### src/rtl/ring_vertex_angle_check_core_defines.svh
// assertion macros for the ring vertex angle check
`ifndef RING_VERTEX_ANGLE_CHECK_CORE_DEFINES_SVH
`define RING_VERTEX_ANGLE_CHECK_CORE_DEFINES_SVH
`ifndef NO_ASSERTIONS
`define RVAC_ASSERT(label, clk_sig, rst_sig, prop) \
    label: assert property (@(posedge clk_sig) disable iff (!rst_sig) prop) \
        else $error("assertion failed");
`define RVAC_ASSERT_NR(label, clk_sig, prop) \
    label: assert property (@(posedge clk_sig) prop) else $error("assertion failed");
`else
`define RVAC_ASSERT(label, clk_sig, rst_sig, prop)
`define RVAC_ASSERT_NR(label, clk_sig, prop)
`endif
`endif

### src/rtl/rvac_pkg.sv
// shared constants and types of the ring vertex angle check
package rvac_pkg;
    localparam int COORD_BITS = 16;
    localparam int INDEX_BITS = 16;
    localparam int COS_BITS   = 16;
    localparam int DIFF_BITS  = COORD_BITS + 1;
    localparam int MAG_BITS   = COORD_BITS + 1;
    localparam int PROD_BITS  = 2 * MAG_BITS;
    localparam int LEN_BITS   = PROD_BITS + 1;
    localparam int DOT_BITS   = PROD_BITS + 1;
    localparam int CMAG_BITS  = COS_BITS;
    localparam int CSQ_BITS   = 2 * CMAG_BITS;
    localparam int RHS_BITS   = CSQ_BITS + 2 * LEN_BITS;
    localparam int LHS_BITS   = 2 * DOT_BITS + 28;
    localparam int WIDE_BITS  = (RHS_BITS > LHS_BITS) ? RHS_BITS : LHS_BITS;
    localparam int CNT_BITS   = INDEX_BITS + 1;

    typedef logic signed [COORD_BITS-1:0] coord_t;

    typedef struct packed {
        logic sharp;
        logic zero;
    } vflag_t;
endpackage

### src/rtl/rvac_vertex_unit.sv
// bit-serial angle test of one vertex against its two neighbours
`include "ring_vertex_angle_check_core_defines.svh"
module rvac_vertex_unit (
    input  logic                                   clk,
    input  logic                                   rst_n,
    input  logic                                   start,
    input  logic signed [rvac_pkg::COORD_BITS-1:0] px,
    input  logic signed [rvac_pkg::COORD_BITS-1:0] py,
    input  logic signed [rvac_pkg::COORD_BITS-1:0] vx,
    input  logic signed [rvac_pkg::COORD_BITS-1:0] vy,
    input  logic signed [rvac_pkg::COORD_BITS-1:0] nx,
    input  logic signed [rvac_pkg::COORD_BITS-1:0] ny,
    input  logic signed [rvac_pkg::COS_BITS-1:0]   cosine,
    output logic                                   busy,
    output logic                                   done,
    output rvac_pkg::vflag_t                       flags
);
    import rvac_pkg::*;

    // shift-add multiplier: multiplicand << step, multiplier bit-serial
    localparam logic [3:0] OP_AXBX = 4'd0;
    localparam logic [3:0] OP_AYBY = 4'd1;
    localparam logic [3:0] OP_AXAX = 4'd2;
    localparam logic [3:0] OP_AYAY = 4'd3;
    localparam logic [3:0] OP_BXBX = 4'd4;
    localparam logic [3:0] OP_BYBY = 4'd5;
    localparam logic [3:0] OP_DD   = 4'd6;
    localparam logic [3:0] OP_CC   = 4'd7;
    localparam logic [3:0] OP_CLA  = 4'd8;
    localparam logic [3:0] OP_CLB  = 4'd9;
    localparam logic [3:0] OP_FIN  = 4'd10;

    logic [MAG_BITS-1:0] axm_reg, aym_reg, bxm_reg, bym_reg;
    logic                axn_reg, ayn_reg, bxn_reg, byn_reg;
    logic [LEN_BITS-1:0] la_reg, lb_reg;
    logic [PROD_BITS-1:0] p1_reg, p2_reg;
    logic [WIDE_BITS-1:0] acc_reg, acc_next, mcand_reg, mcand_next;
    logic [WIDE_BITS-1:0] mplier_reg, mplier_next;
    logic [WIDE_BITS-1:0] lhs_reg;
    logic [3:0]          op_reg, op_next;
    logic                run_reg, run_next;
    logic                done_reg;
    vflag_t              flags_reg;
    logic signed [COS_BITS-1:0] cos_reg;

    logic signed [DIFF_BITS-1:0] ax, ay, bx, by;
    assign ax = DIFF_BITS'(px) - DIFF_BITS'(vx);
    assign ay = DIFF_BITS'(py) - DIFF_BITS'(vy);
    assign bx = DIFF_BITS'(nx) - DIFF_BITS'(vx);
    assign by = DIFF_BITS'(ny) - DIFF_BITS'(vy);

    function automatic logic [MAG_BITS-1:0] mag_of(input logic signed [DIFF_BITS-1:0] v);
        mag_of = v[DIFF_BITS-1] ? MAG_BITS'(-v) : MAG_BITS'(v);
    endfunction

    logic [COS_BITS-1:0] cmag;
    assign cmag = cos_reg[COS_BITS-1] ? COS_BITS'(-cos_reg) : COS_BITS'(cos_reg);

    logic mult_last;
    assign mult_last = (mplier_reg == '0);

    // signed dot product from partial products
    logic n1, n2, dneg, dpos;
    logic [DOT_BITS-1:0] dmag_c;
    always_comb
    begin
        n1 = axn_reg ^ bxn_reg;
        n2 = ayn_reg ^ byn_reg;
        if (n1 == n2)
        begin
            dmag_c = DOT_BITS'(p1_reg) + DOT_BITS'(p2_reg);
            dneg   = n1;
        end
        else if (p1_reg >= p2_reg)
        begin
            dmag_c = DOT_BITS'(p1_reg - p2_reg);
            dneg   = n1;
        end
        else
        begin
            dmag_c = DOT_BITS'(p2_reg - p1_reg);
            dneg   = n2;
        end
        dpos = (dmag_c != '0) && !dneg;
    end

    logic lz, gt, lt;
    assign lz = (la_reg == '0) || (lb_reg == '0);
    assign gt = lhs_reg > acc_reg;
    assign lt = lhs_reg < acc_reg;

    always_comb
    begin
        acc_next    = acc_reg;
        mcand_next  = mcand_reg;
        mplier_next = mplier_reg;
        op_next     = op_reg;
        run_next    = run_reg;
        if (run_reg && op_reg != OP_FIN)
        begin
            if (!mult_last)
            begin
                if (mplier_reg[0])
                    acc_next = acc_reg + mcand_reg;
                mcand_next  = mcand_reg << 1;
                mplier_next = mplier_reg >> 1;
            end
            else
            begin
                op_next  = op_reg + 4'd1;
                acc_next = '0;
                unique case (op_reg)
                    OP_AXBX: begin mcand_next = WIDE_BITS'(bym_reg); mplier_next = WIDE_BITS'(aym_reg); end
                    OP_AYBY: begin mcand_next = WIDE_BITS'(axm_reg); mplier_next = WIDE_BITS'(axm_reg); end
                    OP_AXAX: begin mcand_next = WIDE_BITS'(aym_reg); mplier_next = WIDE_BITS'(aym_reg); end
                    OP_AYAY: begin mcand_next = WIDE_BITS'(bxm_reg); mplier_next = WIDE_BITS'(bxm_reg); end
                    OP_BXBX: begin mcand_next = WIDE_BITS'(bym_reg); mplier_next = WIDE_BITS'(bym_reg); end
                    OP_BYBY: begin mcand_next = WIDE_BITS'(dmag_c) << 28; mplier_next = WIDE_BITS'(dmag_c); end
                    OP_DD:   begin mcand_next = WIDE_BITS'(cmag); mplier_next = WIDE_BITS'(cmag); end
                    OP_CC:   begin mcand_next = acc_reg; mplier_next = WIDE_BITS'(la_reg); end
                    OP_CLA:  begin mcand_next = acc_reg; mplier_next = WIDE_BITS'(lb_reg); end
                    OP_CLB:  begin acc_next = acc_reg; mplier_next = '0; end
                    default: begin mplier_next = '0; end
                endcase
            end
        end
        else if (run_reg)
            run_next = 1'b0;
        if (start)
        begin
            run_next    = 1'b1;
            op_next     = OP_AXBX;
            acc_next    = '0;
            mcand_next  = WIDE_BITS'(mag_of(bx));
            mplier_next = WIDE_BITS'(mag_of(ax));
        end
    end

    always_ff @(posedge clk or negedge rst_n)
    begin
        if (!rst_n)
        begin
            run_reg  <= 1'b0;
            done_reg <= 1'b0;
            op_reg   <= OP_AXBX;
        end
        else
        begin
            run_reg  <= run_next;
            op_reg   <= op_next;
            done_reg <= run_reg && op_reg == OP_FIN;
        end
    end

    always_ff @(posedge clk)
    begin
        acc_reg    <= acc_next;
        mcand_reg  <= mcand_next;
        mplier_reg <= mplier_next;
        if (start)
        begin
            axm_reg <= mag_of(ax); aym_reg <= mag_of(ay);
            bxm_reg <= mag_of(bx); bym_reg <= mag_of(by);
            axn_reg <= ax[DIFF_BITS-1]; ayn_reg <= ay[DIFF_BITS-1];
            bxn_reg <= bx[DIFF_BITS-1]; byn_reg <= by[DIFF_BITS-1];
            cos_reg <= cosine;
        end
        if (run_reg && mult_last)
        begin
            unique case (op_reg)
                OP_AXBX: p1_reg <= PROD_BITS'(acc_reg);
                OP_AYBY: p2_reg <= PROD_BITS'(acc_reg);
                OP_AXAX: la_reg <= LEN_BITS'(acc_reg);
                OP_AYAY: la_reg <= la_reg + LEN_BITS'(acc_reg);
                OP_BXBX: lb_reg <= LEN_BITS'(acc_reg);
                OP_BYBY: lb_reg <= lb_reg + LEN_BITS'(acc_reg);
                OP_DD:   lhs_reg <= acc_reg;
                default: ;
            endcase
        end
        if (run_reg && op_reg == OP_FIN)
        begin
            flags_reg.zero  <= lz;
            if (lz)
                flags_reg.sharp <= 1'b0;
            else if (!cos_reg[COS_BITS-1] && cos_reg != '0)
                flags_reg.sharp <= dpos && gt;
            else if (cos_reg == '0)
                flags_reg.sharp <= dpos;
            else if (!dneg || dmag_c == '0)
                flags_reg.sharp <= 1'b1;
            else
                flags_reg.sharp <= lt;
        end
    end

    assign busy  = run_reg;
    assign done  = done_reg;
    assign flags = flags_reg;

    `RVAC_ASSERT(a_no_start_busy, clk, rst_n, start |-> !run_reg)
    `RVAC_ASSERT(a_done_after_fin, clk, rst_n, done_reg |-> !run_reg)
    `RVAC_ASSERT(a_start_runs, clk, rst_n, start |=> run_reg)
endmodule

### src/rtl/ring_vertex_angle_check_core.sv
// ring vertex minimum-angle check, top level
// Vertices are taken one at a time: stall stays high from the accepting edge until every
// result of that vertex is loaded into the output register. A vertex that only fills the
// ring history goes straight to the emit state; one that closes a ring of fewer than three
// vertices first waits for a free output register. Every other result comes from a vertex
// check on one shift-add multiplier that consumes one multiplier bit per cycle over ten
// products; the length of a check is set by the bit lengths of the edge vectors, the dot
// product, the squared lengths and the cosine. A vertex that closes a ring runs three
// checks; results wait in the output register while the next check proceeds, and a
// receiver still stalling it when the next result is ready adds its stall time.
`include "ring_vertex_angle_check_core_defines.svh"
module ring_vertex_angle_check_core (
    input  logic                                   clk,
    input  logic                                   rst_n,
    input  logic signed [rvac_pkg::COORD_BITS-1:0] point_x,
    input  logic signed [rvac_pkg::COORD_BITS-1:0] point_y,
    input  logic                                   ring_end,
    input  logic                                   valid,
    output logic                                   stall,
    output logic [rvac_pkg::INDEX_BITS-1:0]        vertex_index,
    output logic                                   small_angle,
    output logic                                   zero_length,
    output logic                                   short_ring,
    output logic                                   run_last,
    output logic                                   out_valid,
    input  logic                                   out_stall,
    input  logic signed [rvac_pkg::COS_BITS-1:0]   cfg_data,
    input  logic                                   cfg_valid,
    output logic                                   cfg_ready
);
    import rvac_pkg::*;

    localparam logic [2:0] ST_IDLE  = 3'd0;
    localparam logic [2:0] ST_CHK   = 3'd1;
    localparam logic [2:0] ST_WAIT  = 3'd2;
    localparam logic [2:0] ST_EMIT  = 3'd3;
    localparam logic [2:0] ST_SHORT = 3'd4;

    localparam logic [CNT_BITS-1:0] CNT_MAX = '1;

    logic [2:0] state_reg;
    logic [1:0] job_reg;
    logic [1:0] njobs_reg;
    logic       end_reg;
    logic [CNT_BITS-1:0] count_reg;
    coord_t first_x_reg, first_y_reg, second_x_reg, second_y_reg;
    coord_t older_x_reg, older_y_reg, recent_x_reg, recent_y_reg;
    coord_t cur_x_reg, cur_y_reg;
    logic signed [COS_BITS-1:0] cos_reg;

    logic [INDEX_BITS-1:0] oidx_reg;
    logic osmall_reg, ozero_reg, oshort_reg, olast_reg, ovalid_reg;

    logic   start, busy, done, accept, out_free;
    vflag_t flags;
    coord_t px, py, vx, vy, nx, ny;

    // done is a single-cycle pulse; hold flags until the output register frees
    logic   pend_reg;
    vflag_t pflags_reg;

    // completion handling honoring a held result
    logic fin_ok;
    assign fin_ok = (done || pend_reg) && out_free;

    assign accept   = valid && !stall;
    assign out_free = !ovalid_reg || !out_stall;
    assign stall    = state_reg != ST_IDLE;
    assign cfg_ready = state_reg == ST_IDLE;

    always_comb
    begin
        case (job_reg)
            2'd0:    begin px = older_x_reg;  py = older_y_reg;  vx = recent_x_reg;
                           vy = recent_y_reg; nx = cur_x_reg;    ny = cur_y_reg; end
            2'd1:    begin px = recent_x_reg; py = recent_y_reg; vx = cur_x_reg;
                           vy = cur_y_reg;    nx = first_x_reg;  ny = first_y_reg; end
            default: begin px = cur_x_reg;    py = cur_y_reg;    vx = first_x_reg;
                           vy = first_y_reg;  nx = second_x_reg; ny = second_y_reg; end
        endcase
    end

    assign start = state_reg == ST_CHK;

    rvac_vertex_unit u_unit (
        .clk(clk), .rst_n(rst_n), .start(start),
        .px(px), .py(py), .vx(vx), .vy(vy), .nx(nx), .ny(ny),
        .cosine(cos_reg), .busy(busy), .done(done), .flags(flags)
    );

    logic [INDEX_BITS-1:0] cnt_idx, job_idx;
    assign cnt_idx = count_reg[INDEX_BITS-1:0];
    always_comb
    begin
        case (job_reg)
            2'd0:    job_idx = cnt_idx - INDEX_BITS'(1);
            2'd1:    job_idx = cnt_idx;
            default: job_idx = '0;
        endcase
    end

    always_ff @(posedge clk or negedge rst_n)
    begin
        if (!rst_n)
        begin
            state_reg  <= ST_IDLE;
            ovalid_reg <= 1'b0;
            count_reg  <= '0;
            cos_reg    <= COS_BITS'(16384);
            job_reg    <= '0;
            njobs_reg  <= '0;
            end_reg    <= 1'b0;
            first_x_reg <= '0; first_y_reg <= '0; second_x_reg <= '0; second_y_reg <= '0;
            older_x_reg <= '0; older_y_reg <= '0; recent_x_reg <= '0; recent_y_reg <= '0;
        end
        else
        begin
            if (ovalid_reg && !out_stall)
                ovalid_reg <= 1'b0;
            if (cfg_valid && cfg_ready)
                cos_reg <= cfg_data;
            unique case (state_reg)
                ST_IDLE:
                begin
                    if (accept)
                    begin
                        end_reg <= ring_end;
                        if (ring_end && count_reg < CNT_BITS'(2))
                            state_reg <= ST_SHORT;
                        else if (count_reg >= CNT_BITS'(2))
                        begin
                            job_reg   <= 2'd0;
                            njobs_reg <= ring_end ? 2'd2 : 2'd0;
                            state_reg <= ST_CHK;
                        end
                        else
                            state_reg <= ST_EMIT;
                    end
                end
                ST_CHK:
                    state_reg <= ST_WAIT;
                ST_WAIT:
                begin
                    if (fin_ok)
                    begin
                        ovalid_reg <= 1'b1;
                        if (job_reg == njobs_reg)
                            state_reg <= ST_EMIT;
                        else
                        begin
                            job_reg   <= job_reg + 2'd1;
                            state_reg <= ST_CHK;
                        end
                    end
                end
                ST_SHORT:
                begin
                    if (out_free)
                    begin
                        ovalid_reg <= 1'b1;
                        state_reg  <= ST_EMIT;
                    end
                end
                ST_EMIT:
                begin
                    // ring bookkeeping once all results are out
                    if (end_reg)
                        count_reg <= '0;
                    else
                    begin
                        if (count_reg == '0)
                        begin
                            first_x_reg <= cur_x_reg; first_y_reg <= cur_y_reg;
                        end
                        else if (count_reg == CNT_BITS'(1))
                        begin
                            second_x_reg <= cur_x_reg; second_y_reg <= cur_y_reg;
                        end
                        older_x_reg  <= recent_x_reg; older_y_reg <= recent_y_reg;
                        recent_x_reg <= cur_x_reg;    recent_y_reg <= cur_y_reg;
                        if (count_reg != CNT_MAX)
                            count_reg <= count_reg + CNT_BITS'(1);
                    end
                    state_reg <= ST_IDLE;
                end
                default: state_reg <= ST_IDLE;
            endcase
        end
    end

    always_ff @(posedge clk)
    begin
        if (accept)
        begin
            cur_x_reg <= point_x;
            cur_y_reg <= point_y;
        end
        if (done)
            pflags_reg <= flags;
        if (state_reg == ST_WAIT && fin_ok)
        begin
            oidx_reg   <= job_idx;
            osmall_reg <= done ? flags.sharp : pflags_reg.sharp;
            ozero_reg  <= done ? flags.zero : pflags_reg.zero;
            oshort_reg <= 1'b0;
            olast_reg  <= job_reg == 2'd2;
        end
        if (state_reg == ST_SHORT && out_free)
        begin
            oidx_reg   <= '0;
            osmall_reg <= 1'b0;
            ozero_reg  <= 1'b0;
            oshort_reg <= 1'b1;
            olast_reg  <= 1'b1;
        end
    end

    always_ff @(posedge clk or negedge rst_n)
    begin
        if (!rst_n)
            pend_reg <= 1'b0;
        else if (state_reg != ST_WAIT)
            pend_reg <= 1'b0;
        else if (done && !out_free)
            pend_reg <= 1'b1;
    end

    assign vertex_index = oidx_reg;
    assign small_angle  = osmall_reg;
    assign zero_length  = ozero_reg;
    assign short_ring   = oshort_reg;
    assign run_last     = olast_reg;
    assign out_valid    = ovalid_reg;

    `RVAC_ASSERT(a_out_hold, clk, rst_n, (ovalid_reg && out_stall) |=> ovalid_reg)
    `RVAC_ASSERT(a_wait_unit, clk, rst_n, (state_reg == ST_CHK) |=> busy)
    `RVAC_ASSERT(a_short_zero, clk, rst_n, (ovalid_reg && oshort_reg) |-> (oidx_reg == '0 && olast_reg))
    `RVAC_ASSERT(a_fin_free, clk, rst_n, (state_reg == ST_WAIT && fin_ok) |-> out_free)
endmodule
### config.mk
export PLATFORM = sky130hd
export DESIGN_NAME = ring_vertex_angle_check_core
export DESIGN_NICKNAME = d
export VERILOG_FILES = /design/src/rtl/rvac_pkg.sv /design/src/rtl/rvac_vertex_unit.sv /design/src/rtl/ring_vertex_angle_check_core.sv
export VERILOG_INCLUDE_DIRS = /design/src /design/src/rtl
export SDC_FILE = /design/constraint.sdc
export NUM_CORES = 2
export LEC_CHECK = 0
export CAP_MARGIN = 30
export CORE_MARGIN = 3
export CORE_UTILIZATION = 45
export CTS_CLUSTER_DIAMETER = 40
export DETAILED_ROUTE_END_ITERATION = 16
export DONT_BUFFER_PORTS = 1
export PLACE_DENSITY = 0.62
export SYNTH_ARGS = -nofsm -noshare
export SYNTH_HDL_FRONTEND = slang
export SYNTH_HIERARCHICAL = 1
export SYNTH_SLANG_ARGS = --single-unit
export TNS_END_PERCENT = 30
### constraint.sdc
create_clock -name clk -period 8.9 [get_ports clk]
set_clock_uncertainty 0.15 [all_clocks]
set_input_delay 0 -clock clk [delete_from_list [all_inputs] [get_ports clk]]
set_output_delay 0 -clock clk [all_outputs]
set_load 0.03 [all_outputs]
==> flow_summary.toml <==
[setup_path]
crit_arrival_ns = 6.31
cp-start-kind = "flip-flop"
reg2reg_slack_ns = 2.94
criticalPathCategory = "reg -> reg"
required_ns = 9.25
crit_fanout = 68
reg2regPathDepth = 24
cp-end-kind = "flip-flop"

[grt]
grt_max_degree = 176
grt-ovfl-total = 0
antenna_found_initial = 2
grtUsageTotal_pct = 26.9
grt_pass1_vias = 45900
grt_first_pass_wirelength_mm = 269

[synthesis]
synth.largest_area_cell = "edfxtp_1"
synth.top_cell.area_share_pct = 21.7
synth_cell_types = 108
synth_edf_count = 398
syn_avg_cell_area_um2 = 8.74
syn_inst = 6304
yosys_warnings = 6
yosysMostFrequentCell = "nand2_1"
synth-simple-area-share_pct = 17.5
synth_top_family_by_area = "compound AO/OA/AOI/OAI gates"
synth.top_cells.by_count = "nand2_1 (901), nor2_1 (502), a21oi_1 (467)"
synth_nets = 6822
syn-cell-area_mm2 = 0.0551
synthXorXnorAreaFrac_pct = 5.15
synth-compound-area-share_pct = 21.9
async_flop_share_pct = 22.0
synth_mux_area_share_pct = 2.20
synth_ff_type = "edfxtp_1"
synth_area_leaders = "edfxtp_1 (22%), ha_1 (10%), dfxtp_1 (8.2%), dfrtp_1 (7.9%), nand2_1 (6.1%)"
synth.ff_latch_count = 799
seq_area_frac_synth_pct = 37.9
synthAdderAreaFrac_pct = 10.7

[floorplanning]
io_pins = 77
initial_core_util_pct = 45.6
fp.dieW_um = 356
die_h_um = 356
core_area_mm2 = 0.121
core.rowCount = 127
dieArea_mm2 = 0.127

[sta]
finalCriticalPeriod_ns = 5.96
fin_crit_sh_pct = 67.0
final_hold_viol_count = 0
fmax_mhz = 168
tightestPinTransition_ns = 1.10
slew_violations = 0
slew_headroom_pct = 25.7
finalSetupViolCount = 0
tns_ns = 0
rsz0062_at_grt = "no"
hold_ws_ns = 0.0805

[clock_tree]
numCtsBuffers = 141
cts_tree = "done"
worstSkewPairLatency_ns = 0.79
cts_root_buf = "clkbuf_16"
cts.reportedPaths.clkPinSlew_ns = 0.05
clockBufferDepth = 3
clkSinkCount = 799
cts_max_level = 4

[placed_design]
hpwl_mm = 125
gp_congestion = 0.981
portBuffers = 0

[power]
power_leakage_nw = 26.5
vdd_drop_max_v = 0.000220
clkPwrFrac_pct = 26.4
p_per_area_mw_per_mm2 = 332
switching_share_pct = 41.3
seqPwrFrac_pct = 29.0
p_int_mw = 12.2
p_switching_mw = 8.60
p_comb_share_pct = 44.7

[finish]
syn_to_final_growth_pct = 13.8
multi_input_area_mm2 = 0.0319
final_util_pct = 51.9
fin_nets = 6836
regArea_mm2 = 0.0209
fillers = 11200
drive_gt1_share_pct = 7.82

[status]
status = "finished clean"

[min_path]
min_path_cells = 4
hold_class = "in -> reg"

[routing]
viasPerCell = 6.01
wl_mm = 174
drtPass1Iterations = 9
routedWlPerCell_um = 21.6
drc = 0
dr_total_vias = 48400
final_antenna_net_count = 0
drtIter0Drc = 4048

[job]
cap_viol_max_count = 0
-- power groups by stage --
stage	Combinational [mW]	Sequential, mW	Clock [mW]
detailed placement	9.00	6.08	0
global route	10.2	6.13	5.76
floorplan	6.65	5.82	0
CTS	9.18	6.02	5.58
finish	9.30	6.04	5.49
global placement	8.84	6.07	0
-- layer usage --
metal  up-vias  wire length, um  global-route usage [%]
met3       405            10300                    4.53
met2      1696            80400                    43.6
li1      23000                -                       -
met4         2             8680                    12.8
met5         -               15                       0
met1     23300            74600                    34.8
-- worst max-delay path, stage by stage (launching register included) --
cell	delay, ns
dfrtp_1	0.45
inv_1	0.15
ha_4	0.67
nor2_4	0.23
buf_4	0.39
nand2_1	0.13
nand2_1	0.06
inv_1	0.06
ha_1	0.16
inv_1	0.06
fa_1	0.39
a21o_1	0.20
a21oi_1	0.24
o21bai_1	0.12
a211o_1	0.32
a31oi_1	0.27
a211oi_1	0.12
o21ai_0	0.20
a21boi_0	0.16
o21a_1	0.30
inv_1	0.27
o21ai_0	0.18
xnor2_1	0.18
nor2_1	0.10
a21oi_1	0.06
-- final timing paths --
check / from / end
worst max-delay path: job_reg[0] / u_unit/mplier_reg[4]
worst min-delay path: ring_end / state_reg[1]
worst max register to register: job_reg[0] / u_unit/mplier_reg[4]
worst min register to register: cos_reg[5] / u_unit/cos_reg[5]
max in group asynchronous: rst_n / u_unit/done
min in group asynchronous: rst_n / cos_reg[14]
-- cell type report --
cell class,count,area share [%]
Antenna cell,6,0.0239
Inverter,346,2.07
Timing Repair Buffer,195,2.92
Sequential cell,799,33.3
Clock inverter,95,1.66
Tap cell,1612,3.22
Clock buffer,165,6.05
Multi-Input combinational cell,4835,50.8
-- cell usage in the layout, fill, tap and decap left out, types with 56 or more instances in the layout --
master	netlist	routed
a21o_1	198	198
a21oi_1	467	466
a22oi_1	185	185
a311oi_1	57	57
a31oi_1	62	61
buf_4	1	81
clkbuf_16	0	146
dfrtp_1	175	175
dfxtp_1	225	225
dlygate4sd3_1	0	107
edfxtp_1	398	398
ha_1	454	452
inv_1	345	345
mux2_2	66	66
nand2_1	901	899
nand2b_1	56	56
nand3_1	156	156
nand4_1	84	84
nor2_1	502	494
nor3_1	131	127
o21ai_0	308	308
xnor2_1	214	213
xor2_1	110	109
-- stage by stage --
| stage | cell area (um2) | setup WS, ns | power, mW | instances |
|---|---|---|---|---|
| global placement | 56600 | 3.10 | 14.9 | 7672 |
| floorplan | 55100 | 0.705 | 12.5 | 6304 |
| finish | 62700 | 2.94 | 20.8 | 8053 |
| CTS | 62700 | 3.01 | 20.8 | 8045 |
| detailed placement | 56700 | 3.04 | 15.1 | 7676 |
| global route | 62700 | 2.48 | 22.1 | 8047 |
-- logic make-up after synthesis --
family | Yosys count
mux | 103
xor+xnor | 324
fa+ha+maj | 464
buf+inv | 670
simple gates | 2128
flops | 799
compound gates | 1816
-- what timing repair did --
| item | in CTS | in global routing |
|---|---|---|
| resized for setup | 0 | 0 |
| hold buffers | 109 | 0 |
| hold endpoints to repair | 285 | 0 |
| endpoints found under the setup margin | 0 | 0 |
| setup buffers | 0 | 0 |
No activity file was read; power rests on OpenSTA's default activity.
